`src/api_pkg.sv`:
```
// Shared types and constants for the aligned pair identity block.
`timescale 1ns / 1ps

package api_pkg;

    localparam int unsigned RES_W     = 8;
    localparam int unsigned CNT_W     = 16;
    localparam int unsigned PCT_W     = 15;
    localparam int unsigned PROD_W    = CNT_W + PCT_W;
    localparam int unsigned STEP_W    = 4;

    localparam logic [RES_W-1:0]  GAP_RESET = 8'd32;
    localparam logic [PCT_W-1:0]  PCT_SCALE = 15'd25600;
    localparam logic [STEP_W-1:0] DIV_STEPS = 4'd15;

    typedef struct packed {
        logic [CNT_W-1:0] count;
        logic [CNT_W-1:0] length;
        logic             seen;
    } api_sum_t;

    typedef enum logic [2:0] {
        ST_ACCUM = 3'b001,
        ST_DIV   = 3'b010,
        ST_LOAD  = 3'b100
    } api_state_t;

endpackage

```
`src/api_accum.sv`:
```
// Per-column accumulator of identical columns and the trimmed overlap span.
`timescale 1ns / 1ps

module api_accum
    import api_pkg::*;
#(
    parameter int unsigned MAX_COLUMNS = 65535
) (
    input  logic             aclk,
    input  logic             aresetn,
    input  logic [RES_W-1:0] gap_code,
    input  logic             col_valid,
    input  logic             col_last,
    input  logic [RES_W-1:0] res_a,
    input  logic [RES_W-1:0] res_b,
    output api_sum_t         sum
);

    localparam logic [CNT_W-1:0] COL_LIMIT =
        (MAX_COLUMNS < 65535) ? CNT_W'(MAX_COLUMNS) : {CNT_W{1'b1}};

    logic [CNT_W-1:0] index_reg, index_next;
    logic [CNT_W-1:0] count_reg, count_next;
    logic [CNT_W-1:0] first_reg, first_next;
    logic [CNT_W-1:0] last_reg,  last_next;
    logic             seen_reg,  seen_next;
    logic             in_range;
    logic             both;

    always_comb begin
        in_range   = index_reg < COL_LIMIT;
        both       = in_range && (res_a != gap_code) && (res_b != gap_code);
        index_next = in_range ? index_reg + 1'b1 : index_reg;
        first_next = (both && !seen_reg) ? index_reg : first_reg;
        last_next  = both ? index_reg : last_reg;
        seen_next  = seen_reg || both;
        count_next = (both && (res_a == res_b)) ? count_reg + 1'b1 : count_reg;
        sum.count  = count_next;
        sum.length = last_next - first_next + 1'b1;
        sum.seen   = seen_next;
    end

    always_ff @(posedge aclk) begin
        if (!aresetn || (col_valid && col_last)) begin
            index_reg <= '0;
            count_reg <= '0;
            first_reg <= '0;
            last_reg  <= '0;
            seen_reg  <= 1'b0;
        end else if (col_valid) begin
            index_reg <= index_next;
            count_reg <= count_next;
            first_reg <= first_next;
            last_reg  <= last_next;
            seen_reg  <= seen_next;
        end
    end

endmodule

```
`src/api_div.sv`:
```
// Scaling multiplier and restoring divider stepped one quotient bit per cycle.
`timescale 1ns / 1ps

module api_div
    import api_pkg::*;
(
    input  logic             aclk,
    input  logic             aresetn,
    input  logic             start,
    input  logic [CNT_W-1:0] count,
    input  logic [CNT_W-1:0] length,
    output logic             done,
    output logic [PCT_W-1:0] quotient
);

    logic              mul_reg;
    logic [STEP_W-1:0] step_reg;
    logic [CNT_W-1:0]  count_reg;
    logic [CNT_W-1:0]  len_reg;
    logic [CNT_W-1:0]  rem_reg, rem_next;
    logic [PCT_W-1:0]  quo_reg, quo_next;
    logic [PROD_W-1:0] product;
    logic [CNT_W:0]    trial;
    logic [CNT_W:0]    diff;
    logic              fits;

    always_comb begin
        product  = PROD_W'(count_reg) * PROD_W'(PCT_SCALE);
        trial    = {rem_reg, quo_reg[PCT_W-1]};
        diff     = trial - {1'b0, len_reg};
        fits     = trial >= {1'b0, len_reg};
        rem_next = fits ? diff[CNT_W-1:0] : trial[CNT_W-1:0];
        quo_next = {quo_reg[PCT_W-2:0], fits};
    end

    always_ff @(posedge aclk) begin
        if (!aresetn) begin
            mul_reg  <= 1'b0;
            step_reg <= '0;
        end else if (start) begin
            mul_reg  <= 1'b1;
            step_reg <= '0;
        end else if (mul_reg) begin
            mul_reg  <= 1'b0;
            step_reg <= DIV_STEPS;
        end else if (step_reg != '0) begin
            step_reg <= step_reg - 1'b1;
        end
    end

    always_ff @(posedge aclk) begin
        if (start) begin
            count_reg <= count;
            len_reg   <= length;
        end else if (mul_reg) begin
            rem_reg <= product[PROD_W-1:PCT_W];
            quo_reg <= product[PCT_W-1:0];
        end else if (step_reg != '0) begin
            rem_reg <= rem_next;
            quo_reg <= quo_next;
        end
    end

    assign done     = (step_reg == STEP_W'(1));
    assign quotient = quo_reg;

endmodule

```
`src/aligned_pair_identity.sv`:
```
// Top level of the pairwise alignment identity counter.
//
// Alignment columns arrive on the slave stream, one transfer per column.
// The final column of an alignment carries tlast; after it the block stops
// accepting columns while the percent identity is worked out by one shared
// divider that yields a quotient bit per cycle (no division is done when no
// column had both residues). A new alignment can begin in the same cycle
// that the result appears on the master stream. Throughput is one column
// per cycle within an alignment.
// The finished result sits in an output register, so column transfers of
// the next alignment continue while the receiver stalls; only a second
// result waits for the first to be taken. The gap code is written through
// the configuration port; the user must write it only while the block is
// idle, as the block itself does not enforce this. Reset clears all
// counters, drops the result valid and restores the gap code to the space
// character.
`timescale 1ns / 1ps

module aligned_pair_identity
    import api_pkg::*;
#(
    parameter int unsigned MAX_COLUMNS = 65535
) (
    input  logic             aclk,
    input  logic             aresetn,
    input  logic             cfg_wr_en,
    input  logic [RES_W-1:0] cfg_wr_data,
    input  logic             s_tvalid,
    output logic             s_tready,
    input  logic [15:0]      s_tdata,   // res_a, res_b
    input  logic             s_tlast,   // last_column
    output logic             m_tvalid,
    input  logic             m_tready,
    output logic [47:0]      m_tdata,   // identity_q8, identical_count, aligned_length
    output logic             m_tuser    // no_overlap
);

    api_state_t       state_reg, state_next;
    logic [RES_W-1:0] gap_reg;
    api_sum_t         sum;
    logic             col_valid;
    logic             col_last;
    logic             div_start;
    logic             div_done;
    logic [PCT_W-1:0] quotient;
    logic [CNT_W-1:0] res_count_reg;
    logic [CNT_W-1:0] res_len_reg;
    logic             res_seen_reg;
    logic             out_free;
    logic             m_tvalid_reg;
    logic [47:0]      m_tdata_reg;
    logic             m_tuser_reg;

    assign s_tready  = (state_reg == ST_ACCUM);
    assign col_valid = s_tvalid && s_tready;
    assign col_last  = col_valid && s_tlast;
    assign div_start = col_last && sum.seen;
    assign out_free  = !m_tvalid_reg || m_tready;

    api_accum #(
        .MAX_COLUMNS(MAX_COLUMNS)
    ) u_accum (
        .aclk     (aclk),
        .aresetn  (aresetn),
        .gap_code (gap_reg),
        .col_valid(col_valid),
        .col_last (s_tlast),
        .res_a    (s_tdata[7:0]),
        .res_b    (s_tdata[15:8]),
        .sum      (sum)
    );

    api_div u_div (
        .aclk    (aclk),
        .aresetn (aresetn),
        .start   (div_start),
        .count   (sum.count),
        .length  (sum.length),
        .done    (div_done),
        .quotient(quotient)
    );

    always_comb begin
        state_next = state_reg;
        case (state_reg)
            ST_ACCUM: begin
                if (col_last) begin
                    state_next = sum.seen ? ST_DIV : ST_LOAD;
                end
            end
            ST_DIV: begin
                if (div_done) begin
                    state_next = ST_LOAD;
                end
            end
            ST_LOAD: begin
                if (out_free) begin
                    state_next = ST_ACCUM;
                end
            end
            default: state_next = ST_ACCUM;
        endcase
    end

    always_ff @(posedge aclk) begin
        if (!aresetn) begin
            state_reg    <= ST_ACCUM;
            gap_reg      <= GAP_RESET;
            m_tvalid_reg <= 1'b0;
        end else begin
            state_reg <= state_next;
            if (cfg_wr_en) begin
                gap_reg <= cfg_wr_data;
            end
            if (state_reg == ST_LOAD && out_free) begin
                m_tvalid_reg <= 1'b1;
            end else if (m_tready) begin
                m_tvalid_reg <= 1'b0;
            end
        end
    end

    always_ff @(posedge aclk) begin
        if (col_last) begin
            res_count_reg <= sum.count;
            res_len_reg   <= sum.length;
            res_seen_reg  <= sum.seen;
        end
        if (state_reg == ST_LOAD && out_free) begin
            m_tdata_reg <= {1'b0,
                            res_seen_reg ? res_len_reg : {CNT_W{1'b0}},
                            res_seen_reg ? res_count_reg : {CNT_W{1'b0}},
                            res_seen_reg ? quotient : {PCT_W{1'b0}}};
            m_tuser_reg <= !res_seen_reg;
        end
    end

    assign m_tvalid = m_tvalid_reg;
    assign m_tdata  = m_tdata_reg;
    assign m_tuser  = m_tuser_reg;

    ap_last_stalls: assert property (@(posedge aclk) disable iff (!aresetn)
        (s_tvalid && s_tready && s_tlast) |=> !s_tready)
        else $error("Input still accepted after the last column of an alignment.");

    ap_no_overlap_zero: assert property (@(posedge aclk) disable iff (!aresetn)
        (m_tvalid && m_tuser) |-> (m_tdata[46:0] == 47'd0))
        else $error("Result without overlap carries non-zero fields.");

    ap_identity_range: assert property (@(posedge aclk) disable iff (!aresetn)
        m_tvalid |-> (m_tdata[14:0] <= PCT_SCALE && m_tdata[30:15] <= m_tdata[46:31]))
        else $error("Identity or identical count out of range.");

    ap_div_only_busy: assert property (@(posedge aclk) disable iff (!aresetn)
        div_done |-> (state_reg == ST_DIV))
        else $error("Divider finished outside the division phase.");

endmodule
```
`config.mk`:
```
export PLATFORM = sky130hd
export DESIGN_NAME = aligned_pair_identity
export DESIGN_NICKNAME = d
export VERILOG_FILES = /design/src/api_pkg.sv /design/src/api_accum.sv /design/src/api_div.sv /design/src/aligned_pair_identity.sv
export SDC_FILE = /design/constraint.sdc
export NUM_CORES = 1
export LEC_CHECK = 0
export CAP_MARGIN = 10
export CELL_PAD_IN_SITES_DETAIL_PLACEMENT = 1
export CELL_PAD_IN_SITES_GLOBAL_PLACEMENT = 1
export CORE_MARGIN = 5
export CORE_UTILIZATION = 25
export CTS_CLUSTER_SIZE = 20
export DETAILED_ROUTE_END_ITERATION = 6
export DONT_BUFFER_PORTS = 1
export PLACE_DENSITY = 0.5
export SYNTH_ARGS = -nofsm -noshare
export SYNTH_HDL_FRONTEND = slang
export SYNTH_HIERARCHICAL = 1
export SYNTH_SLANG_ARGS = --single-unit
```
`constraint.sdc`:
```
create_clock -name aclk -period 4.5 [get_ports aclk]
set_input_delay 0.675 -clock aclk [delete_from_list [all_inputs] [get_ports aclk]]
set_output_delay 0.675 -clock aclk [all_outputs]
set_load 0.1 [all_outputs]
```
Word level (Yosys, flattened, before mapping)
Cells that the tools add are included.
{"block": "totals", "register_bits": 226, "latchBits": 0, "mem_bits_rw": 0, "romBits": 0, "input_bits": 30, "output_inout_bits": 51, "elab_cells": 81, "mem_count": 0}
{"block": "op_classes", "addsub": 6, "mul": 1, "n_div": 0, "order_cmp": 2, "eq_ne": 10, "n_shift": 0, "n_mux": 18, "n_bitwise": 2, "reduce_logical": 22}
{"cell": "$mux 16", "count": 6}
{"cell": "$add 16x1->16 const B", "count": 3}
{"cell": "$sub 16x16->16", "count": 2}
{"cell": "$mux 15", "count": 2}
{"cell": "$mul 16x5->21 const B", "count": 1}
{"cell": "$ge 17x16->1", "count": 1}
{"cell": "$lt 16x16->1 const B", "count": 1}
{"cell": "$ne 8x8->1", "count": 2}
{"cell": "$mux 3", "count": 4}
{"cell": "$pmux 3 s3", "count": 1}
{"cell": "$eq 8x8->1", "count": 1}
{"cell": "$logic_and 1x1->1", "count": 8}
{"cell": "$mux 4", "count": 2}
{"cell": "$eq 4x1->1 const B", "count": 1}
{"cell": "$logic_not 1->1", "count": 4}
{"cell": "$ne 2x2->1 const B", "count": 2}
{"cell": "$reduce_and 2->1", "count": 2}
{"cell": "$reduce_bool 2->1", "count": 2}
{"cell": "$reduce_bool 4->1", "count": 1}
{"cell": "$sub 4x1->4 const B", "count": 1}
{"cell": "$eq 3x1->1 const B", "count": 1}
{"cell": "$eq 3x2->1 const B", "count": 1}
{"cell": "$eq 3x3->1 const B", "count": 1}
{"cell": "$logic_or 1x1->1", "count": 3}
{"cell": "5 further kinds", "count": 8}

Logic depth before layout (Yosys ltp)
Gate-level depths: netlist of the first run.
{"block": "logic_depth", "ltp_word": 7, "mapped_depth": 17, "depth_no_buf": 16}

Modules after synthesis
Netlist of the first run, hierarchy kept.
{"mod": "api_div", "n_inst": 1, "cells_each": 493, "area_each_um2": 5146.2, "seq_area_each_um2": 1991.9}
{"mod": "api_accum", "n_inst": 1, "cells_each": 520, "area_each_um2": 4456.8, "seq_area_each_um2": 1301.2}
{"mod": "aligned_pair_identity", "n_inst": 1, "cells_each": 188, "area_each_um2": 3283.1, "seq_area_each_um2": 2672.6}

Least setup slack after synthesis of the first run
OpenSTA, ideal clock, no wires.
{"block": "synth_path", "kind": "input to register", "startpoint": "input s_tdata[6]", "endpoint": "register u_div.quo_reg[0] (netlist: u_div/quotient[0]), enable pin", "setup_ns": 0.438, "arrival_time_ns": 4.343, "required_time_ns": 4.062, "path_slack_ns": -0.281, "stages": 10, "n_path_buf": 3, "path_cell_list": "xor2_1 nor4_1 and2_1 clkbuf_1 nor3_2 clkbuf_1 or2_2 buf_4 and3_4 a31oi_1"}
{"block": "synth_between", "elab_chain_cells": 7}
{"element": "start, declared", "line": "aligned_pair_identity.sv:30", "rtl": "input logic [15:0] s_tdata,"}
{"element": "$ne 8x8->1", "line": "api_accum.sv:32", "rtl": "both = in_range && (res_a != gap_code) && (res_b != gap_code);"}
{"element": "$logic_and 1x1->1 (2 in a row)", "line": "api_accum.sv:32"}
{"element": "$logic_or 1x1->1", "line": "api_accum.sv:36", "rtl": "seen_next = seen_reg || both;"}
{"element": "net u_accum.seen_next", "line": "api_accum.sv:26", "rtl": "logic seen_reg, seen_next;"}
{"element": "$logic_and 1x1->1", "line": "aligned_pair_identity.sv:57", "rtl": "assign div_start = col_last && sum.seen;"}
{"element": "net div_start", "line": "aligned_pair_identity.sv:43", "rtl": "logic div_start;"}
{"element": "$not 1->1 (no source line)"}
{"element": "$reduce_and 2->1 (no source line)"}
{"element": "end signal, assigned", "line": "api_div.sv:57", "rtl": "quo_reg <= product[PCT_W-1:0];"}
{"element": "end signal, assigned", "line": "api_div.sv:60", "rtl": "quo_reg <= quo_next;"}
{"element": "end, declared", "line": "api_div.sv:21", "rtl": "logic [PCT_W-1:0] quo_reg, quo_next;"}
The timed path passes the listed nets, and every way through them passes these cells.
A chain may end at the register's enable or synchronous reset.

==> impl_metrics.ini, run 1 <==
[run_status]
status = finished clean

[worst_setup_path]
crit_fanout = 15
crit_type = register to register
rr_endpoint = u_div/len_reg[15]
required_ns = 4.78
r2r_cells = 14
r2r-start = u_accum/index_reg[11]
critPathArrivalTime_ns = 4.38
critPathCaptureType = register
cp-start-kind = register
r2r_setup_slack_ns = 0.40

[sta]
fin_setup_tns_ns = 0
rsz0062_at_grt = no
worst_slew_pin_slew_ns = 1.06
finalCritPeriodShare_pct = 91.0
setup_violations = 0
slew_violations = 0
finalClockSkew_ns = 0.00946
maxSlewHeadroom_pct = 29.0
finalHoldWorstSlack_ns = 0.192
min_period_ns = 4.10
timing.fmax_mhz = 244
hold_viol_final = 0
finalWorstSetupSlack_ns = 0.405

[power]
switching_share_pct = 32.3
p_int_mw = 4.70
pwr-share-clk_pct = 31.4
leakagePower_nw = 5.77
power_density_nw_per_um2 = 471
vdd_drop_max_uv = 256
p_comb_share_pct = 29.4
seqPwrFrac_pct = 39.1
switching_power_mw = 2.25

[synthesis]
synth_nets = 1346
async_reset_ff_share_pct = 0
syn_area_per_cell_um2 = 10.7
ys.flop_type = edfxtp_1
synthTopCellsByCount = edfxtp_1, nor2_1, ha_1, dfxtp_1, inv_1
syn_inst = 1201
synth_area_leaders = edfxtp_1, dfxtp_1, ha_1, mux2i_1, nor2_1
synth_edf_count = 144
synth_area_um2 = 12900
synth_cell_types = 75
yosysTopAreaCell = edfxtp_1
yosysMostFrequentCell = edfxtp_1
synth_seq_area_share_pct = 46.3
ys_ff_latch = 226
synth_top_area_share_pct = 33.6
ys_warn_count = 6

[die]
boundaryPins = 81
coreArea_um2 = 51200
dieArea_um2 = 56200
dieWidth_um = 237
die_h_um = 237
num_rows = 83
initial_core_util_pct = 25.2

[final_layout]
fin_util_pct = 28.8
drive_gt1_share_pct = 10.3
final_nets = 1367
area_growth_pct = 14.5
largest_register_ffs = 47

[job]
max_cap_violations = 0

[detailed_routing]
drt-wirelength-per-cell_um = 17.4
drcViolationCount = 0
drt_iter0_markers = 351
antenna_left = 0
vias_per_cell = 4.58
drt-total-wl_um = 33600
vias = 8808
dr.pass1.iters = 4

[placed_design]
io_buffer_count = 0
post-place-ws_ns = 0.0355
gp_congestion = 0.777
hpwl_um = 25300

[clock_network]
cts-root-buf = clkbuf_16
cts_hold_buf = 0
ctsHtreeMaxLevel = 1
clk_path_buf_depth = 3
cts_sinks = 226
cts_tree = done
cts_buffers = 28
clk_latency_ns = 0.56
clkTransAtPathRegs_ns = 0.06

[grt]
grt_pass1_vias = 9572
grt_usage_pct = 11.8
grt_pass1_wl_um = 53700
gr-total-overflow = 0
grt_max_degree = 49
antenna_found_initial = 1

[worst_hold_path]
holdPathStages = 1
hold_path.startpoint = aresetn
hold_class = primary input to register
hold_end = gap_reg[5]
[through the flow]
| step | power, mW | std cells | instance area [um2] |
|---|---|---|---|
| global route | 7.42 | 1924 | 14800 |
| CTS | 7.09 | 1924 | 14700 |
| finish | 6.94 | 1925 | 14800 |
| global placement | 4.80 | 1872 | 13900 |
| detailed placement | 4.84 | 1872 | 13900 |
| floorplan | 4.28 | 1201 | 12900 |
[worst max-delay path, cell delays in order, from the launching register on]
cell and delay, ns:
dfxtp_1 0.34, nand4_1 0.28, nor4_2 0.41, a21oi_1 0.10
nand2_1 0.12, buf_4 0.30, mux2i_1 0.24, ha_1 0.29
fa_1 0.51, a211oi_2 0.31, o21a_1 0.17, o21ai_0 0.13
a211oi_1 0.30, o21ai_0 0.17, xnor2_1 0.16
[per-layer routing]
layer  part of all wire [%]  vias to the layer above  track usage [%]
met5                      0                        -                0
met4                    1.7                        0             2.61
met3                    4.1                       39             2.34
met2                     48                       89             20.5
met1                     46                     4353             15.3
li1                       -                     4327                -
[power by group through the flow]
stage | Combinational [mW] | Clock [mW] | Sequential [mW]
after floorplan | 1.61 | 0 | 2.67
after global placement | 2.03 | 0 | 2.77
after detailed placement | 2.07 | 0 | 2.77
after CTS | 2.08 | 2.28 | 2.73
after global routing | 2.30 | 2.38 | 2.74
final | 2.04 | 2.18 | 2.72
[what timing repair did]
item | in CTS | in global routing
endpoints found under the setup margin | 0 | 2
buffers inserted | 0 | 0
gates resized for setup | 0 | 1
[cell usage in the layout, fill, tap and decap left out, types with 12 or more instances in the layout]
cell type and instances:
o21a_1 12, buf_4 41, a21oi_1 61, xnor2_1 47, nor2b_1 17, nand4_1 14, or3_1 12, nand3_1 34
mux2_2 22, mux2i_1 63, fa_1 13, ha_1 102, inv_1 82, a21o_1 12, dfxtp_1 82, and2_1 57
nand2_1 50, edfxtp_1 144, o21ai_0 25, clkbuf_16 29, nor2_1 109, xor2_1 45
[worst max path at each step]
stage	start	to	slack, ns	depth (start not counted)
finish	u_accum/index_reg[11]	u_div/len_reg[15]	0.40	14
global route	u_accum/index_reg[11]	res_len_reg[15]	0.08	14
CTS	u_accum/index_reg[11]	res_len_reg[15]	0.23	14
detailed placement	s_tdata[7]	u_div/len_reg[15]	0.04	14
global placement	s_tdata[15]	u_div/len_reg[15]	0.07	16
floorplan	s_tdata[14]	res_len_reg[15]	0.04	15
[cells by family after synthesis]
family	share of synthesized area, %
AO/OA/AOI/OAI	9.75
XOR/XNOR	6.25
adder cells (fa/ha/maj)	11.9
buffers and inverters	4.18
flip-flops	46.3
multiplexers	6.93
other	0.0291
AND/OR/NAND/NOR	14.6
[area by class of cell]
class	count	area, um2
fill	5710	36400
multi-input combinational	843	6440
sequential	226	5970
tap	680	851
clock buffer	31	733
timing repair buffer	41	308
inverter	82	308
clock inverter	21	149
antenna	1	2.50
No activity file was read; power rests on OpenSTA's default activity.
==> run 2, diff against run 1 <==
--- a/config.mk
+++ b/config.mk
@@ -9,11 +9,12 @@
 export CELL_PAD_IN_SITES_DETAIL_PLACEMENT = 1
 export CELL_PAD_IN_SITES_GLOBAL_PLACEMENT = 1
 export CORE_MARGIN = 5
-export CORE_UTILIZATION = 25
+export CORE_UTILIZATION = 45
 export CTS_CLUSTER_SIZE = 20
 export DETAILED_ROUTE_END_ITERATION = 6
 export DONT_BUFFER_PORTS = 1
-export PLACE_DENSITY = 0.5
+export PLACE_DENSITY = 0.78
+export SETUP_SLACK_MARGIN = 0.1
 export SYNTH_ARGS = -nofsm -noshare
 export SYNTH_HDL_FRONTEND = slang
 export SYNTH_HIERARCHICAL = 1
==> run 2 against run 1 <==
Compared with the run above:
- global-route usage increased by 8.0 points
- cell count shrank 16%
- die area down 43%
- register-to-register slack got worse by 0.06 ns
- clock power shrank 3%
- highest routed layer unchanged
==> impl_metrics.ini, run 2 (synthesis gave the netlist of run 1 again) <==
[job]
max_cap_violations = 0

[die]
num_rows = 62
initial_core_util_pct = 45.3
die_h_um = 179
boundaryPins = 81
dieArea_um2 = 32100
coreArea_um2 = 28500
dieWidth_um = 179

[final_layout]
fin_util_pct = 50.4
final_cell_area_um2 = 14400
largest_register_ffs = 47
final_common_cell = edfxtp_1
area_growth_pct = 11.5
final_cell_mix = edfxtp_1, nor2_1, ha_1
diodes = 0
fillers = 3129
final_nets = 1362
drive_gt1_share_pct = 10.1

[power]
switching_power_mw = 2.21
p_comb_share_pct = 30.2
seqPwrFrac_pct = 39.2
vdd_drop_max_uv = 301
p_int_mw = 4.71
power_density_nw_per_um2 = 482
pwr-share-clk_pct = 30.6
leakagePower_nw = 5.77
switching_share_pct = 32.0

[sta]
worst_slew_pin_slew_ns = 1.13
finalCritPeriodShare_pct = 92.3
slew_violations = 0
min_period_ns = 4.16
timing.fmax_mhz = 241
finalClockSkew_ns = 0.0164
finalWorstSetupSlack_ns = 0.344
maxSlewHeadroom_pct = 24.7
rsz0062_at_grt = no
setup_violations = 0
hold_viol_final = 0

[worst_setup_path]
slowest_stage = dfxtp_1
crit_chain = nand4_1, buf_4, nor4_4, a21oi_1, nand2_1, mux2_2, ha_1, inv_1, ha_1, fa_1, a211oi_2, o21a_1, o21ai_0, a211oi_1, o21ai_0, xnor2_1
cp-start-kind = register
crit_type = register to register
critPathArrivalTime_ns = 4.41
critPathCaptureType = register
required_ns = 4.75
critPathMaxStageDelay_ns = 0.45
crit_fanout = 8
crit_buf_inv = 2
cp_top_family = compound AO/OA/AOI/OAI gates

[grt]
antenna_found_initial = 0
grt_pass1_vias = 9599
grt_max_degree = 54
gr-total-overflow = 0
grt_pass1_wl_um = 51100
grt_usage_pct = 19.9

[clock_network]
cts-root-buf = clkbuf_16
cts_tree = done
clk_latency_ns = 0.53
cts_hold_buf = 0
clkTransAtPathRegs_ns = 0.06
ctsHtreeMaxLevel = 1
cts_sinks = 226
cts_buffers = 26
clk_path_buf_depth = 3

[placed_design]
io_buffer_count = 0
place_area_um2 = 13400
hpwl_um = 22900
post-place-ws_ns = -0.0144
gp_congestion = 0.839

[detailed_routing]
drt-total-wl_um = 31500
drt_iter0_markers = 411
vias = 9013
dr.pass1.iters = 4
drt-wirelength-per-cell_um = 19.4
drcViolationCount = 0
antenna_left = 0
vias_per_cell = 5.56

[worst_hold_path]
hold_class = primary input to register

[run_status]
status = finished clean
==> run 2: layout make-up <==
| cell class | count | area (um2) | share of cell area, % |
|---|---|---|---|
| multi-input combinational | 843 | 6460 | 45.0 |
| sequential | 226 | 5970 | 41.5 |
| clock buffer | 38 | 757 | 5.27 |
| tap | 384 | 480 | 3.35 |
| inverter | 82 | 308 | 2.14 |
| timing repair buffer | 38 | 285 | 1.99 |
| clock inverter | 10 | 106 | 0.740 |
==> run 2: path summary, 6_finish.rpt <==
check                                           end             startpoint  slack, ns  cells past startpoint
worst min-delay path                     gap_reg[5]                aresetn       0.22                      1
worst min register to register  u_accum/last_reg[6]    u_accum/last_reg[6]       0.49                      2
worst max register to register      res_len_reg[15]  u_accum/index_reg[10]       0.34                     16
worst max-delay path                res_len_reg[15]  u_accum/index_reg[10]       0.34                     16
==> run 2: power groups by stage <==
stage | registers, mW | logic (mW) | clock network (mW)
floorplan | 2.67 | 1.61 | 0
global placement | 2.75 | 1.97 | 0
detailed placement | 2.75 | 2.06 | 0
CTS | 2.72 | 2.09 | 2.16
global route | 2.73 | 2.33 | 2.27
finish | 2.71 | 2.09 | 2.12
==> run 2: per-layer routing <==
metal  part of all wire, %  vias up  routed length (um)  track usage [%]
met3                   3.9       39                1240             3.14
met4                   1.6        0                 503             3.97
met2                    51      155               16100             35.8
met1                    43     4503               13600             25.3
li1                      -     4316                   -                -
met5                     0        -                   0                0
==> run 2: metrics by stage <==
stage	power (mW)	hold WS, ns	instances	setup TNS, ns
floorplan	4.28	0.456	1201	0
global placement	4.71	0.469	1568	0
detailed placement	4.82	0.482	1568	-0.0310
CTS	6.97	0.198	1616	0
global route	7.33	0.199	1621	0
finish	6.92	0.216	1621	0
==> run 2: what timing repair did <==
item                                    CTS  global route
buffers inserted                          0             5
pin swaps                                 0             2
resized for setup                         1             3
endpoints found under the setup margin    2             8
==> run 3, diff against run 2 <==
--- a/config.mk
+++ b/config.mk
@@ -8,11 +8,11 @@
 export CAP_MARGIN = 10
 export CELL_PAD_IN_SITES_DETAIL_PLACEMENT = 1
 export CELL_PAD_IN_SITES_GLOBAL_PLACEMENT = 1
-export CORE_MARGIN = 5
 export CORE_UTILIZATION = 45
 export CTS_CLUSTER_SIZE = 20
 export DETAILED_ROUTE_END_ITERATION = 6
 export DONT_BUFFER_PORTS = 1
+export GPL_TIMING_DRIVEN = 0
 export PLACE_DENSITY = 0.78
 export SETUP_SLACK_MARGIN = 0.1
 export SYNTH_ARGS = -nofsm -noshare
==> run 3 against run 2 <==
Compared with the run above:
- clock skew increased by 0.0031 ns
- worst setup slack got worse by 0.022 ns
- total power increased by 1.2%
- final area increased by 0.64%
- routed wire length increased by 4.2%
- die area decreased by 8.7%
- critical path type unchanged
- highest routed layer unchanged
==> impl_metrics.ini, run 3 (synthesis gave the netlist of run 1 again) <==
[power]
total_power_mw = 7.00
vdd_drop_max_uv = 330
power_density_nw_per_um2 = 484
leakagePower_nw = 5.77

[worst_setup_path]
critPathCaptureType = register
cp-start-kind = register
critPathMaxStageDelay_ns = 0.42
crit_fanout = 10
crit_buf_inv = 3
slowest_stage = nor4_2
crit_type = register to register
required_ns = 4.78
r2r_cells = 17
r2r-start = gap_reg[2]
cp_top_family = compound AO/OA/AOI/OAI gates
crit_chain = xor2_1, nor4_2, and2_1, clkbuf_4, nor3_4, clkbuf_4, mux2i_1, ha_1, inv_1, ha_1, fa_2, a211oi_4, o21a_1, o21ai_0, a211oi_2, o21ai_1, xnor2_1
r2r_setup_slack_ns = 0.32
critPathArrivalTime_ns = 4.46
rr_endpoint = res_len_reg[15]

[final_layout]
diodes = 0
fillers = 3061
final_nets = 1386
instances_no_fill = 1639
final_cell_area_um2 = 14500
final_cell_mix = edfxtp_1, nor2_1, ha_1
drive_gt1_share_pct = 9.99
largest_register_ffs = 47
fin_util_pct = 51.6
multiInputGateArea_um2 = 6490
final_common_cell = edfxtp_1
seqCellArea_um2 = 5970
area_growth_pct = 12.2

[grt]
antenna_found_initial = 0
grt_pass1_vias = 9800
grt_pass1_wl_um = 51700
grt_max_degree = 37
grt_usage_pct = 22.8
gr-total-overflow = 0

[sta]
slew_violations = 0
min_period_ns = 4.18
maxSlewHeadroom_pct = 28.3
finalWorstSetupSlack_ns = 0.322
setup_violations = 0
rsz0062_at_grt = no
hold_viol_final = 0
timing.fmax_mhz = 239
worst_slew_pin_slew_ns = 1.06
finalHoldWorstSlack_ns = 0.195
finalCritPeriodShare_pct = 92.8
finalClockSkew_ns = 0.0195
fin_setup_tns_ns = 0

[placed_design]
gp_congestion = 0.818
post-place-cells = 1582
place_area_um2 = 13500
io_buffer_count = 0
post-place-ws_ns = -0.919
hpwl_um = 24900

[run_status]
status = finished clean

[detailed_routing]
drt-total-wl_um = 32800
vias_per_cell = 5.61
drt-wirelength-per-cell_um = 20.0
drcViolationCount = 0
dr.pass1.iters = 4
antenna_left = 0
vias = 9196
drt_iter0_markers = 470

[worst_hold_path]
hold_end = gap_reg[5]
hold_path.startpoint = aresetn
holdPathStages = 1
hold_class = primary input to register

[die]
dieArea_um2 = 29300
num_rows = 61
die_h_um = 171
coreArea_um2 = 28000
boundaryPins = 81
initial_core_util_pct = 46.0
dieWidth_um = 171

[job]
max_cap_violations = 0

[clock_network]
ctsHtreeMaxLevel = 1
clk_path_buf_depth = 3
clk_latency_ns = 0.54
cts_buffers = 26
cts-root-buf = clkbuf_16
clkTransAtPathRegs_ns = 0.06
cts_tree = done
cts_hold_buf = 0
cts_sinks = 226
run 3: changes by cell type in the layout (fill, tap and decap cells not counted), moves of 4 or more:
| cell | before | now |
|---|---|---|
| clkbuf_4 | 0 | 4 |
| buf_4 | 38 | 14 |
| clkbuf_1 | 7 | 27 |
| clkbuf_2 | 0 | 4 |
| buf_1 | 0 | 4 |
| clkinv_1 | 2 | 6 |
| buf_2 | 0 | 7 |
| clkbuf_8 | 4 | 0 |
run 3: report_power, final:
part | leakage (nW) | internal, mW | switching (mW) | total (mW)
sequential | 2.01 | 2.56 | 0.161 | 2.72
combinational | 3.34 | 0.916 | 1.25 | 2.17
clock | 0.418 | 1.24 | 0.883 | 2.12
total | 5.77 | 4.71 | 2.29 | 7.00
run 3: how the worst max path moves through the flow:
stage                         startpoint           endpoint  cells after the start
finish                        gap_reg[2]    res_len_reg[15]                     17
CTS                 u_accum/index_reg[1]    res_len_reg[15]                     16
global route                  gap_reg[2]  u_div/len_reg[15]                     17
detailed placement  u_accum/index_reg[5]    res_len_reg[15]                     15
global placement    u_accum/index_reg[4]  u_div/len_reg[15]                     15
floorplan                     s_tdata[4]    res_len_reg[15]                     15
run 3: per-layer routing:
metal  share of wire (%)  GRT usage (%)
met1                  43           27.1
met2                  51           42.0
met3                 2.6           2.81
met4                 3.4           8.23
met5                   0              0
run 3: layout make-up:
cell class              instances  area share, %
inverters                      82           2.13
repair buffers                 12          0.779
plain buffers                  50           1.75
well taps                     378           3.27
flip-flops and latches        226           41.3
clock inverters                20           1.36
clock buffers                  28           4.55
multi-input cells             843           44.9
run 3: repair_timing:
item | in CTS | in global routing
pin swaps | 7 | 6
endpoints found under the hold margin | 0 | 0
buffers inserted | 6 | 3
gates resized for setup | 9 | 16
setup endpoints to repair | 22 | 12
run 3: worst register-to-register path: cells and delay by family, from the launching register on:
kind	cells	cell delay, ns
xor gates and xnor gates	2	0.32
adders and majority gates	3	0.94
and+or+nand+nor	3	0.67
AOI/OAI and AO/OA	5	1.05
DFF	1	0.33
buffers and inverters	3	0.44
muxes	1	0.18
